==> src/hdl/fba_pkg.sv <==
// Shared types, constants and a helper function of the frame bitmap allocator.
`default_nettype none
package fba_pkg;

	// Default number of frames that the bitmap store covers.
	localparam int MAX_FRAMES_DEFAULT = 32768;

	// Bits in one bitmap word, and the frame shift of a byte address.
	localparam int WORD_BITS   = 32;
	localparam int FRAME_SHIFT = 12;
	localparam int ADDR_W      = 32;
	localparam int FRAME_W     = ADDR_W - FRAME_SHIFT;

	// Configuration register.
	localparam int           LIMIT_W           = 16;
	localparam logic [15:0]  FRAME_LIMIT_RESET = 16'd32768;

	// Width of the reported free frame number.
	localparam int FREE_FRAME_W = 15;

	typedef enum logic [1:0] {
		CMD_SET   = 2'd0,
		CMD_CLEAR = 2'd1,
		CMD_TEST  = 2'd2,
		CMD_FIND  = 2'd3
	} fba_cmd_t;

	typedef enum logic [1:0] {
		ST_CLEAR,
		ST_IDLE,
		ST_RMW,
		ST_SCAN
	} fba_state_t;

	typedef struct packed {
		fba_cmd_t            command;
		logic [ADDR_W-1:0]   frame_address;
	} fba_item_t;

	typedef struct packed {
		logic                    bit_value;
		logic                    found;
		logic [FREE_FRAME_W-1:0] free_frame;
		logic                    out_of_range;
	} fba_result_t;

	// Position of the lowest clear bit of a word; zero if every bit is set.
	function automatic logic [4:0] fba_lowest_zero(input logic [WORD_BITS-1:0] w);
		logic [4:0] pos;
		pos = '0;
		for (int i = WORD_BITS - 1; i >= 0; i--) begin
			if (!w[i]) begin
				pos = 5'(i);
			end
		end
		return pos;
	endfunction

endpackage
`default_nettype wire

==> src/hdl/fba_ctrl.sv <==
// Command sequencer: clearing pass, read-modify-write and word-by-word free-frame scan.
`default_nettype none
module fba_ctrl #(
	parameter int MAX_FRAMES = fba_pkg::MAX_FRAMES_DEFAULT,
	parameter int MAP_WORDS  = (MAX_FRAMES + 31) / 32,
	parameter int IDX_W      = (MAP_WORDS > 1) ? $clog2(MAP_WORDS) : 1,
	parameter int LIM_W      = $clog2(MAX_FRAMES + 1)
) (
	input  wire logic                           clk,
	input  wire logic                           arst_n,
	input  wire logic                           start,
	input  wire fba_pkg::fba_item_t             item,
	input  wire logic [LIM_W-1:0]               lim_eff,
	output logic                                busy,
	output logic                                done,
	output fba_pkg::fba_result_t                result,
	output logic                                ram_we,
	output logic      [IDX_W-1:0]               ram_waddr,
	output logic      [fba_pkg::WORD_BITS-1:0]  ram_wdata,
	output logic      [IDX_W-1:0]               ram_raddr,
	input  wire logic [fba_pkg::WORD_BITS-1:0]  ram_rdata
);

	localparam int WCNT_W = $clog2(MAP_WORDS + 1);

	fba_pkg::fba_state_t  state_q, state_d;
	logic [IDX_W-1:0]     ptr_q, ptr_d;
	logic [IDX_W-1:0]     ptr_inc;
	logic [WCNT_W-1:0]    ptr_cnt_next;
	logic [WCNT_W-1:0]    words;
	fba_pkg::fba_cmd_t    cmd_q;
	logic [4:0]           bitpos_q;
	logic                 done_q;
	fba_pkg::fba_result_t res_q, res_d;
	logic                 load_res;
	logic [fba_pkg::FRAME_W-1:0] frame;
	logic                 frame_oor;
	logic [IDX_W-1:0]     frame_idx;
	logic [fba_pkg::WORD_BITS-1:0] bit_mask;
	logic                 accept;

	assign frame        = item.frame_address[fba_pkg::ADDR_W-1:fba_pkg::FRAME_SHIFT];
	assign frame_oor    = 32'(frame) >= 32'(lim_eff);
	assign frame_idx    = frame[5 +: IDX_W];
	assign words        = WCNT_W'(lim_eff >> 5);
	assign ptr_inc      = IDX_W'(ptr_q + IDX_W'(1));
	assign ptr_cnt_next = WCNT_W'(ptr_q) + WCNT_W'(1);
	assign bit_mask     = fba_pkg::WORD_BITS'(1) << bitpos_q;
	assign busy         = (state_q != fba_pkg::ST_IDLE);
	assign accept       = start && !busy;

	always_ff @(posedge clk or negedge arst_n) begin
		if (!arst_n) begin
			state_q <= fba_pkg::ST_CLEAR;
			ptr_q   <= '0;
			done_q  <= 1'b0;
		end else begin
			state_q <= state_d;
			ptr_q   <= ptr_d;
			done_q  <= load_res;
		end
	end

	always_ff @(posedge clk) begin
		if (accept) begin
			cmd_q    <= item.command;
			bitpos_q <= frame[4:0];
		end
		if (load_res) begin
			res_q <= res_d;
		end
	end

	always_comb begin
		state_d   = state_q;
		ptr_d     = ptr_q;
		ram_we    = 1'b0;
		ram_waddr = ptr_q;
		ram_wdata = '0;
		ram_raddr = ptr_q;
		load_res  = 1'b0;
		res_d     = '0;
		unique case (state_q)
			fba_pkg::ST_CLEAR: begin
				ram_we = 1'b1;
				if (WCNT_W'(ptr_q) == WCNT_W'(MAP_WORDS - 1)) begin
					ptr_d   = '0;
					state_d = fba_pkg::ST_IDLE;
				end else begin
					ptr_d = ptr_inc;
				end
			end
			fba_pkg::ST_IDLE: begin
				ram_raddr = (item.command == fba_pkg::CMD_FIND) ? '0 : frame_idx;
				if (start) begin
					if (item.command == fba_pkg::CMD_FIND) begin
						if (words == '0) begin
							load_res = 1'b1;
						end else begin
							ptr_d   = '0;
							state_d = fba_pkg::ST_SCAN;
						end
					end else if (frame_oor) begin
						load_res           = 1'b1;
						res_d.out_of_range = 1'b1;
					end else begin
						ptr_d   = frame_idx;
						state_d = fba_pkg::ST_RMW;
					end
				end
			end
			fba_pkg::ST_RMW: begin
				load_res = 1'b1;
				state_d  = fba_pkg::ST_IDLE;
				unique case (cmd_q)
					fba_pkg::CMD_SET: begin
						ram_we    = 1'b1;
						ram_wdata = ram_rdata | bit_mask;
					end
					fba_pkg::CMD_CLEAR: begin
						ram_we    = 1'b1;
						ram_wdata = ram_rdata & ~bit_mask;
					end
					fba_pkg::CMD_TEST: begin
						res_d.bit_value = |(ram_rdata & bit_mask);
					end
					fba_pkg::CMD_FIND: begin
						res_d = '0;
					end
				endcase
			end
			fba_pkg::ST_SCAN: begin
				ram_raddr = ptr_inc;
				if (ram_rdata != '1) begin
					load_res         = 1'b1;
					res_d.found      = 1'b1;
					res_d.free_frame = fba_pkg::FREE_FRAME_W'(
						{ptr_q, fba_pkg::fba_lowest_zero(ram_rdata)});
					state_d          = fba_pkg::ST_IDLE;
				end else if (ptr_cnt_next == words) begin
					load_res = 1'b1;
					state_d  = fba_pkg::ST_IDLE;
				end else begin
					ptr_d = ptr_inc;
				end
			end
			default: begin
				state_d = fba_pkg::ST_IDLE;
			end
		endcase
	end

	assign done   = done_q;
	assign result = res_q;

	// The store is written only by the clearing pass and by a write-back.
	a_write_src: assert property (@(posedge clk) disable iff (!arst_n)
		ram_we |-> (state_q == fba_pkg::ST_CLEAR || state_q == fba_pkg::ST_RMW))
		else $error("bitmap write outside clearing pass or write-back");

	// Every cycle in the read-modify-write state is followed in the next cycle by done.
	a_rmw_done: assert property (@(posedge clk) disable iff (!arst_n)
		(state_q == fba_pkg::ST_RMW) |=> done_q)
		else $error("read-modify-write produced no result");

	// The scan pointer never reaches the whole-word count.
	a_scan_bound: assert property (@(posedge clk) disable iff (!arst_n)
		(state_q == fba_pkg::ST_SCAN) |-> (WCNT_W'(ptr_q) < words))
		else $error("scan pointer beyond the frame limit");

	// An out-of-range result is only produced straight from idle.
	a_oor_idle: assert property (@(posedge clk) disable iff (!arst_n)
		(done_q && res_q.out_of_range) |-> ($past(state_q) == fba_pkg::ST_IDLE))
		else $error("out-of-range result not from idle");

endmodule
`default_nettype wire
==> config.mk <==
export PLATFORM = sky130hd
export DESIGN_NAME = fba_ctrl
export DESIGN_NICKNAME = d
export VERILOG_FILES = /design/src/hdl/fba_pkg.sv /design/src/hdl/fba_ctrl.sv
export SDC_FILE = /design/constraint.sdc
export NUM_CORES = 1
export LEC_CHECK = 0
export BUFFER_PORTS_ARGS = -buffer_cell sky130_fd_sc_hd__buf_2
export CAP_MARGIN = 40
export CORE_UTILIZATION = 25
export CTS_BUF_LIST = sky130_fd_sc_hd__clkbuf_8
export DETAILED_ROUTE_END_ITERATION = 10
export PLACE_DENSITY_LB_ADDON = 0.25
export SYNTH_ARGS = -nofsm -noshare
export SYNTH_HDL_FRONTEND = slang
export SYNTH_SLANG_ARGS = --single-unit
==> constraint.sdc <==
create_clock -name clk -period 5.2 [get_ports clk]
set_input_delay 0.78 -clock clk [delete_from_list [all_inputs] [get_ports clk]]
set_output_delay 0.78 -clock clk [all_outputs]
set_load 0.1 [all_outputs]
==> metrics.md, run 1 <==
| Metric | Value |
|---|---|
| Outcome | complete, no violations |
| Starting density of the core | 0.258 |
| Inserted Diodes | 0 |
| Clk_lat worst skew | 0.30 ns |
| DR WL met2 | 7.07 mm |
| Die width | 130 um |
| Main synth FF type | edfxtp_1 |
| I/O pin count | 158 |
| Peak fanout along the critical path | 12 |
| Layout cells sized above 1 | 0.259 |
| Synth Register Bits | 38 |
| First-pass GRT wire length | 23.5 mm |
| Postcts setup bufs | 0 |
| Root Buffer | clkbuf_8 |
| Multiplexer area fraction after synthesis | 0.0194 |
| Buffers plus inverters on the worst setup path | 1 |
| Ys async rst share | 0.342 |
| HPWL after DPL | 12.2 mm |
| Worst setup SP type | register |
| Total negative slack | 0 ns |
| Cell count after synthesis | 543 |
| WL/cell | 17.6 um |
| Post-CTS Hold Fix Bufs | 0 |
| Adder-Cell Fraction of Synth Area | 0.0637 |
| Placed inst area | 0.00499 mm2 |
| Total gr overflow | 0 |
| Placer's final routability congestion estimate | 0.928 |
| Mean Syn Cell Area | 7.60 um2 |
| Slew headroom | 0.431 |
| Leading area contributor after synthesis | edfxtp_1 |
| Post-Synth Simple-Gate Area | 0.272 |
| Synth cell count leaders | nor2_1 (73), nand2_1 (42), a211oi_1 (35) |
| Via density | 5.37 |
| Sequential share of the synthesized area | 0.261 |
| CP peak stage delay | 0.61 ns |
| Net count of the mapped netlist | 649 |
| WL final | 15.5 mm |
| Worst Tran Pin Value | 0.851 ns |
| CP arrival | 3.97 ns |
| Post-CTS resize count | 0 |
| Number of synthesis warnings | 0 |
| RSZ-0062 raised after global routing | false |
| CP cell instances | ha_1 -> and3_1 -> a21oi_1 -> nand4b_1 -> nor4b_1 -> and3_1 -> a21oi_1 -> a21oi_2 -> buf_4 |
| Slowest-stage cell, CP | a21oi_2 |
| Min cycle time layout | 3.97 ns |
| Nets | 766 |
| Top-count cell post-synth | nor2_1 |
| Synthesized area | 0.00413 mm2 |
| Max Clk Rate | 0.252 GHz |
| First-pass DRT Iterations | 6 |
| # DRC | 0 |
| Num Clock Sinks | 38 |
| Initial antenna violation count | 0 |
| Final period utilization | 0.763 |
| Final instance area | 0.00508 mm2 |
| EDFF count, synth | 25 |
| Top-area cell type share of the netlist area | 0.182 |
| Vias | 4713 |
| Largest net degree at the start of global routing | 33 |
| Worst-path clk slew | 0.09 ns |
| Antenna viol nets, final | 0 |
| CTS tree | done |
| Clock buffer depth | 2 |
| Floorplan core area | 0.0160 mm2 |
| Worst Skew | 0.00971 ns |
| Highest routed layer | met4 |
| Synth unique cells | 66 |
| CP top delay family | simple AND/OR/NAND/NOR gates |
| Vias in the first global route | 4236 |
| PortBufs | 145 |
| Worst path required time | 5.20 ns |
| Row Count | 46 |
| Synth Area in XOR/XNOR | 0.0255 |
| P&R area growth vs syn | 23.1% |
| HP Class | in2async |
| Die height | 130 um |
| Number of setup violations in the final report | 0 |
| Wire length on met1 | 6.95 mm |
| Max_cap viols | 0 |
| Die ar. | 0.0170 mm2 |
| Main combinational cell family by area after synthesis | compound AO/OA/AOI/OAI gates |
| Setup crit end kind | register |
| Routed wl met3 | 1.18 mm |
| Synth area leaders | edfxtp_1 (18%), dfrtp_1 (7.9%), nor2_1 (6.6%) |
| Num CTS Buffers | 5 |
| Critical setup path kind | reg2reg |
| Aggregate global-route resource usage | 0.178 |
| CTS H-tree depth | 2 |
| Fin. Hold Viols | 0 |
| Post-synthesis compound-gate area fraction | 0.279 |
| DRT iter0 DRCs | 478 |
| Fin. max-slew vios | 0 |
[final timing paths]
check	cells after the start	start	slack, ns	end
setup / recovery	9	ram_waddr[0]$_DFFE_PN0P_	1.23	result[17]$_SDFFCE_PN0P_
hold / removal	1	arst_n	0.37	ram_waddr[5]$_DFFE_PN0P_
setup reg to reg	9	ram_waddr[0]$_DFFE_PN0P_	1.23	result[17]$_SDFFCE_PN0P_
hold reg to reg	2	state_q[0]$_DFFE_PN0P_	0.62	state_q[0]$_DFFE_PN0P_
max in group asynchronous	1	arst_n	4.57	ram_waddr[0]$_DFFE_PN0P_
min in group clk	2	state_q[0]$_DFFE_PN0P_	0.62	state_q[0]$_DFFE_PN0P_
[metrics by stage]
step | instances | hold WS, ns | utilization | worst slack (ns)
6_report | 877 | 0.372 | 0.318 | 1.23
5_1_grt | 877 | 0.391 | 0.318 | 1.01
4_1_cts | 877 | 0.378 | 0.318 | 1.30
3_5_place_dp | 869 | 0.618 | 0.312 | 1.33
3_3_place_gp | 868 | 0.585 | 0.310 | 1.40
2_1_floorplan | 543 | 0.484 | - | 0.310
[flip-flops by register name, indices dropped and copies added (netlist names)]
name,count
result,18
cmd_q,2
done,1
ram_waddr,10
bitpos_q,5
state_q,2
[placed cells by master (no fill, tap or decap), types with 4 or more instances in the layout]
cell / count
o31a_1: 4
buf_2: 145
a211oi_1: 35
o21ai_0: 22
nand2b_1: 8
nor4_1: 4
nor3_1: 12
ha_1: 21
mux2i_1: 5
a21oi_1: 31
nand4_1: 12
edfxtp_1: 25
nand2_1: 42
o211ai_1: 10
clkbuf_8: 6
a21o_1: 8
and3_1: 4
o2111ai_1: 4
nor2_1: 73
nand3_1: 24
inv_1: 34
dfrtp_1: 13
and2_1: 16
xnor2_1: 9
buf_4: 4
nor2b_1: 5
o31ai_1: 7
a31oi_1: 8
or3_1: 5
[routing by layer]
metal | vias to the layer above | global-route usage
li1 | 2241 | -
met1 | 2221 | 0.254
met2 | 231 | 0.282
met3 | 20 | 0.0236
met4 | 0 | 0.0426
met5 | - | 0
[logic make-up (layout without fill, tap and decap cells)]
group                    after synthesis  in the layout
buffers and inverters                 75            193
adder cells (fa/ha/maj)               21             21
AND/OR/NAND/NOR                      224            224
AO/OA/AOI/OAI                        166            166
flip-flops                            38             38
multiplexers                           7              7
XOR/XNOR                              12             12
[area by class of cell]
cell class | instances | area, um2
clock inverters | 2 | 12.5
clock buffers | 6 | 82.6
inverters | 35 | 131
multi-input cells | 430 | 2730
fillers | 1798 | 10900
flip-flops and latches | 38 | 1080
well taps | 216 | 270
repair buffers | 150 | 783
Power of run 1 is left out: the tool's default activity adds up to more than one toggle a clock period on the data nets, which glitch-free logic cannot reach.
==> run 2: changes to the inputs <==
clock period = 4 ns   (was 5.2 ns; I/O delays follow)
==> metrics.md, run 2 (synthesis gave the netlist of run 1 again) <==
| Metric | Value |
|---|---|
| Outcome | complete, no violations |
| Num CTS Buffers | 5 (unchanged) |
| Fin. max-slew vios | 0 (unchanged) |
| Buffers plus inverters on the worst setup path | 1 (unchanged) |
| CP cell instances | ha_1 -> and3_1 -> a21oi_1 -> nand4b_1 -> nor4b_1 -> and3_1 -> a21oi_1 -> a21oi_2 -> buf_12 |
| Worst Tran Pin Value | 0.812 ns (-0.0392 ns) |
| Worst setup SP type | register |
| Placer's final routability congestion estimate | 0.911 (-1.7%) |
| Fin. Hold Viols | 0 (unchanged) |
| Die ar. | 0.0170 mm2 (unchanged) |
| WL final | 15.8 mm (+2.0%) |
| Worst Skew | 0.0135 ns (+0.00374 ns) |
| Most frequent cells in the layout | buf_2 (145), nor2_1 (73), nand2_1 (42) |
| Initial antenna violation count | 0 (unchanged) |
| Peak fanout along the critical path | 16 (+4) |
| Vias in the first global route | 4352 (+2.7%) |
| Setup crit end kind | register |
| Min Hold Slack | 0.181 ns (-0.190 ns) |
| Clock buffer depth | 2 (unchanged) |
| Starting density of the core | 0.258 (unchanged) |
| Aggregate global-route resource usage | 0.181 (+0.00317) |
| Max Clk Rate | 0.286 GHz (+14%) |
| DRT iter0 DRCs | 297 (-38%) |
| RSZ-0062 raised after global routing | false |
| Root Buffer | clkbuf_8 |
| CP top delay family | simple AND/OR/NAND/NOR gates |
| HP Class | in2async |
| LEAKAGE | 2.28 nW |
| Final period utilization | 0.874 (+0.111) |
| Maximum VDD drop | 0.000509 V |
| CTS H-tree depth | 2 (unchanged) |
| HPWL after DPL | 12.3 mm (+1.5%) |
| Vias | 4758 (+0.95%) |
| Number of setup violations in the final report | 0 (unchanged) |
| First-pass DRT Iterations | 7 (+1) |
| First-pass GRT wire length | 24.0 mm (+2.4%) |
| Power density over the cells | 959 mW/mm2 |
| Postcts setup bufs | 0 (unchanged) |
| CTS tree | done |
| Post-CTS Hold Fix Bufs | 0 (unchanged) |
| Nets | 768 (+0.26%) |
| Slowest-stage cell, CP | dfrtp_1 |
| P&R area growth vs syn | 28.6% |
| Post-CTS resize count | 0 (unchanged) |
| Num Clock Sinks | 38 (unchanged) |
| Total negative slack | 0 ns (unchanged) |
| I/O pin count | 158 (unchanged) |
| Via density | 5.41 (+0.73%) |
| Slew headroom | 0.457 (+0.0259) |
| CP peak stage delay | 0.51 ns (-0.10 ns) |
| # DRC | 0 (unchanged) |
| Antenna viol nets, final | 0 (unchanged) |
| Die height | 130 um (unchanged) |
| Layout cells sized above 1 | 0.309 (+0.0505) |
| Max_cap viols | 0 (unchanged) |
| Floorplan core area | 0.0160 mm2 (unchanged) |
| Sequential cell area | 0.00108 mm2 (unchanged) |
| Max reg flops | 18 (unchanged) |
| Commonest non-fill, non-tap cell in the layout | buf_2 |
| Critical setup path kind | reg2reg |
| PortBufs | 145 (unchanged) |
| # fillers | 1772 (-1.4%) |
| Total gr overflow | 0 (unchanged) |
| Largest net degree at the start of global routing | 33 (unchanged) |
| Clk_lat worst skew | 0.31 ns (about the same) |
| Worst-path clk slew | 0.09 ns (about the same) |
| WL/cell | 17.9 um (+1.7%) |
| Worst path required time | 4.01 ns (-1.19 ns) |
| Inserted Diodes | 0 (unchanged) |
| Die width | 130 um (unchanged) |
| CP arrival | 3.51 ns (-0.46 ns) |
| Min cycle time layout | 3.50 ns (-0.472 ns) |
| Row Count | 46 (unchanged) |
| Multi-input logic area | 0.00289 mm2 (+6.1%) |
run 2: layout make-up:
| class | instances | area share |
|---|---|---|
| clock inverter | 3 | 0.0130 |
| multi-input combinational | 430 | 0.544 |
| inverter | 35 | 0.0247 |
| tap | 216 | 0.0509 |
| sequential | 38 | 0.203 |
| timing repair buffer | 152 | 0.151 |
| clock buffer | 5 | 0.0130 |
run 2: path summary, 6_finish.rpt:
check | from | slack [ns] | end | depth (start not counted)
setup reg to reg | ram_waddr[1]$_DFFE_PN0P_ | 0.50 | result[10]$_SDFFCE_PN0P_ | 9
max in group asynchronous | arst_n | 3.55 | ram_waddr[5]$_DFFE_PN0P_ | 1
hold reg to reg | state_q[1]$_DFFE_PN0P_ | 0.64 | state_q[1]$_DFFE_PN0P_ | 2
hold / removal | arst_n | 0.18 | ram_waddr[1]$_DFFE_PN0P_ | 1
setup / recovery | ram_waddr[1]$_DFFE_PN0P_ | 0.50 | result[10]$_SDFFCE_PN0P_ | 9
min in group clk | item[13] | 0.50 | bitpos_q[1]$_DFFE_PP_ | 1
run 2: metrics by stage:
step | cells | utilization | setup WS (ns) | power (mW) | cell area [um2]
after floorplan | 543 | - | 0.0430 | 3.98 | 4290
after global placement | 870 | 0.322 | 0.695 | 4.65 | 5150
after detailed placement | 871 | 0.323 | 0.605 | 4.68 | 5170
after CTS | 879 | 0.332 | 0.583 | 5.10 | 5310
after global routing | 879 | 0.332 | 0.354 | 5.33 | 5310
final | 879 | 0.332 | 0.505 | 5.09 | 5310
run 2: routing by layer:
layer | part of all wire | GRT usage | vias to the layer above | wire length (um)
met5 | 0 | 0 | - | 0
li1 | - | - | 2246 | -
met3 | 0.058 | 0.0212 | 32 | 923
met4 | 0.025 | 0.0554 | 0 | 399
met2 | 0.45 | 0.285 | 218 | 7160
met1 | 0.46 | 0.257 | 2262 | 7300
run 2: power by group:
| part | internal, mW | switching, mW | leakage, nW | total [mW] |
|---|---|---|---|---|
| logic | 0.782 | 3.07 | 1.82 | 3.85 |
| registers | 0.637 | 0.197 | 0.386 | 0.833 |
| clock network | 0.250 | 0.159 | 0.0683 | 0.409 |
| total | 1.67 | 3.42 | 2.28 | 5.09 |
Note: power is estimated with default switching activity, not from simulation.
==> run 3: changes to the inputs <==
CELL_PAD_IN_SITES_DETAIL_PLACEMENT = 0   (was default)
CELL_PAD_IN_SITES_GLOBAL_PLACEMENT = 2   (was default)
==> metrics.md, run 3 (synthesis gave the netlist of run 1 again) <==
| Metric | Value |
|---|---|
| Layout cells sized above 1 | 0.312 (+0.00264) |
| R2r setup slk | 0.77 ns (+0.27 ns) |
| LEAKAGE | 2.28 nW (about the same) |
| CP cell instances | ha_1 -> nor2_1 -> buf_4 -> a21oi_1 -> a21oi_1 -> a21o_1 -> buf_2 |
| Routed wl met3 | 871 um (-5.6%) |
| Root Buffer | clkbuf_8 |
| Max reg flops | 18 (unchanged) |
| Finished Core Util | 0.331 (-0.000625) |
| Peak fanout along the critical path | 20 (+4) |
| Number of setup violations in the final report | 0 (unchanged) |
| Most frequent cells in the layout | buf_2 (145), nor2_1 (73), nand2_1 (42) |
| HPWL after DPL | 12.5 mm (+1.5%) |
| Die height | 130 um (unchanged) |
| RSZ-0062 raised after global routing | false |
| Final period utilization | 0.840 (-0.0337) |
| Critical setup path kind | reg2out |
| Die width | 130 um (unchanged) |
| Worst Tran Pin Value | 0.866 ns (+0.0541 ns) |
| Num Clock Sinks | 38 (unchanged) |
| First-pass DRT Iterations | 5 (-2) |
| Antenna viol nets, final | 0 (unchanged) |
| Power density over the cells | 943 mW/mm2 (-1.7%) |
| Setup crit end kind | output port |
| Vias | 4672 (-1.8%) |
| CP peak stage delay | 0.56 ns (+0.05 ns) |
| Nets | 772 (+0.52%) |
| CTS H-tree depth | 2 (unchanged) |
| CP arrival | 2.76 ns (-0.75 ns) |
| Num CTS Buffers | 5 (unchanged) |
| Aggregate global-route resource usage | 0.188 (+0.00680) |
| # fillers | 1790 (+1.0%) |
| Worst-path clk slew | 0.08 ns (about the same) |
| Post-CTS resize count | 0 (unchanged) |
| Final instance area | 0.00530 mm2 (-0.19%) |
| Highest routed layer | met4 |
| CTS tree | done |
| WL final | 15.9 mm (+0.69%) |
| Total power draw | 5.00 mW (-1.8%) |
| Commonest non-fill, non-tap cell in the layout | buf_2 |
| Outcome | complete, no violations |
| Vias in the first global route | 4407 (+1.3%) |
| Placed inst area | 0.00519 mm2 (+0.34%) |
| Fin. Hold Viols | 0 (unchanged) |
| Floorplan core area | 0.0160 mm2 (unchanged) |
| Worst Skew | 0.00942 ns (-0.00403 ns) |
| WL/cell | 18.0 um (+0.23%) |
| Worst setup SP type | register |
| Slew headroom | 0.423 (-0.0341) |
| Slowest-stage cell, CP | nor2_1 |
| Post-CTS Hold Fix Bufs | 0 (unchanged) |
| Placer's final routability congestion estimate | 0.809 (-11%) |
| Max Clk Rate | 0.298 GHz (+4.0%) |
| Maximum VDD drop | 0.000664 V (+30%) |
| Total gr overflow | 0 (unchanged) |
| Max_cap viols | 0 (unchanged) |
| Starting density of the core | 0.258 (unchanged) |
| Wire length on met1 | 7.95 mm (+8.9%) |
| DR WL met2 | 6.96 mm (-2.8%) |
| I/O pin count | 158 (unchanged) |
| Clk_lat worst skew | 0.29 ns (-0.02 ns) |
| # DRC | 0 (unchanged) |
| DRT iter0 DRCs | 437 (+47%) |
| Total negative slack | 0 ns (unchanged) |
| HP Class | in2async |
| Min Hold Slack | 0.201 ns (+0.0204 ns) |
| P&R area growth vs syn | 28.4% |
| CP dominant cell by count | a21oi_1 |
| First-pass GRT wire length | 24.9 mm (+3.8%) |
| Largest net degree at the start of global routing | 26 (-21%) |
| Postcts setup bufs | 0 (unchanged) |
| Via density | 5.29 (-2.3%) |
| Clock buffer depth | 2 (unchanged) |
| Min cycle time layout | 3.36 ns (-0.135 ns) |
| Initial antenna violation count | 0 (unchanged) |
| PortBufs | 145 (unchanged) |
| Worst path required time | 3.40 ns (-0.61 ns) |
| Fin. max-slew vios | 0 (unchanged) |
| Row Count | 46 (unchanged) |
| Inserted Diodes | 0 (unchanged) |
| Die ar. | 0.0170 mm2 (unchanged) |
-- run 3: critical path, delay by kind of cell (launching register included) --
family,cells,cell delay (ns)
fa+ha+maj,1,0.51
buf+inv,2,0.66
flops,1,0.41
simple gates,1,0.56
compound gates,3,0.33
-- run 3: per-stage QoR --
| stage | worst slack, ns | std cells |
|---|---|---|
| 4_1_cts | 0.653 | 883 |
| 3_3_place_gp | 0.729 | 874 |
| 2_1_floorplan | 0.0430 | 543 |
| 3_5_place_dp | 0.681 | 875 |
| 5_1_grt | 0.477 | 883 |
| 6_report | 0.639 | 883 |
-- run 3: area by class of cell --
type / instances / area [um2] / share of cell area
repair buffers: 156 / 821 / 0.155
multi-input cells: 430 / 2890 / 0.545
well taps: 216 / 270 / 0.0510
inverters: 35 / 131 / 0.0248
flip-flops and latches: 38 / 1080 / 0.203
clock inverters: 3 / 41.3 / 0.00779
clock buffers: 5 / 68.8 / 0.0130
-- run 3: final timing paths --
path                                          start                  endpoint  depth (start not counted)
min reg2reg                  state_q[1]$_DFFE_PN0P_    state_q[1]$_DFFE_PN0P_                          2
min                                          arst_n  ram_waddr[1]$_DFFE_PN0P_                          1
max reg2reg                ram_waddr[4]$_DFFE_PN0P_  ram_waddr[0]$_DFFE_PN0P_                          7
min in group clk                           item[12]     bitpos_q[0]$_DFFE_PP_                          1
max in group asynchronous                    arst_n    state_q[1]$_DFFE_PN0P_                          1
max                          state_q[0]$_DFFE_PN0P_              ram_raddr[3]                          7
-- run 3: power breakdown --
part           switching, mW  internal (mW)
clock network          0.139          0.184
registers              0.183          0.637
logic                   3.07          0.785
-- run 3: layer usage --
| metal | vias up | GRT usage |
|---|---|---|
| li1 | 2264 | - |
| met1 | 2242 | 0.285 |
| met2 | 157 | 0.289 |
| met3 | 9 | 0.0220 |
| met4 | 0 | 0.0243 |
| met5 | - | 0 |
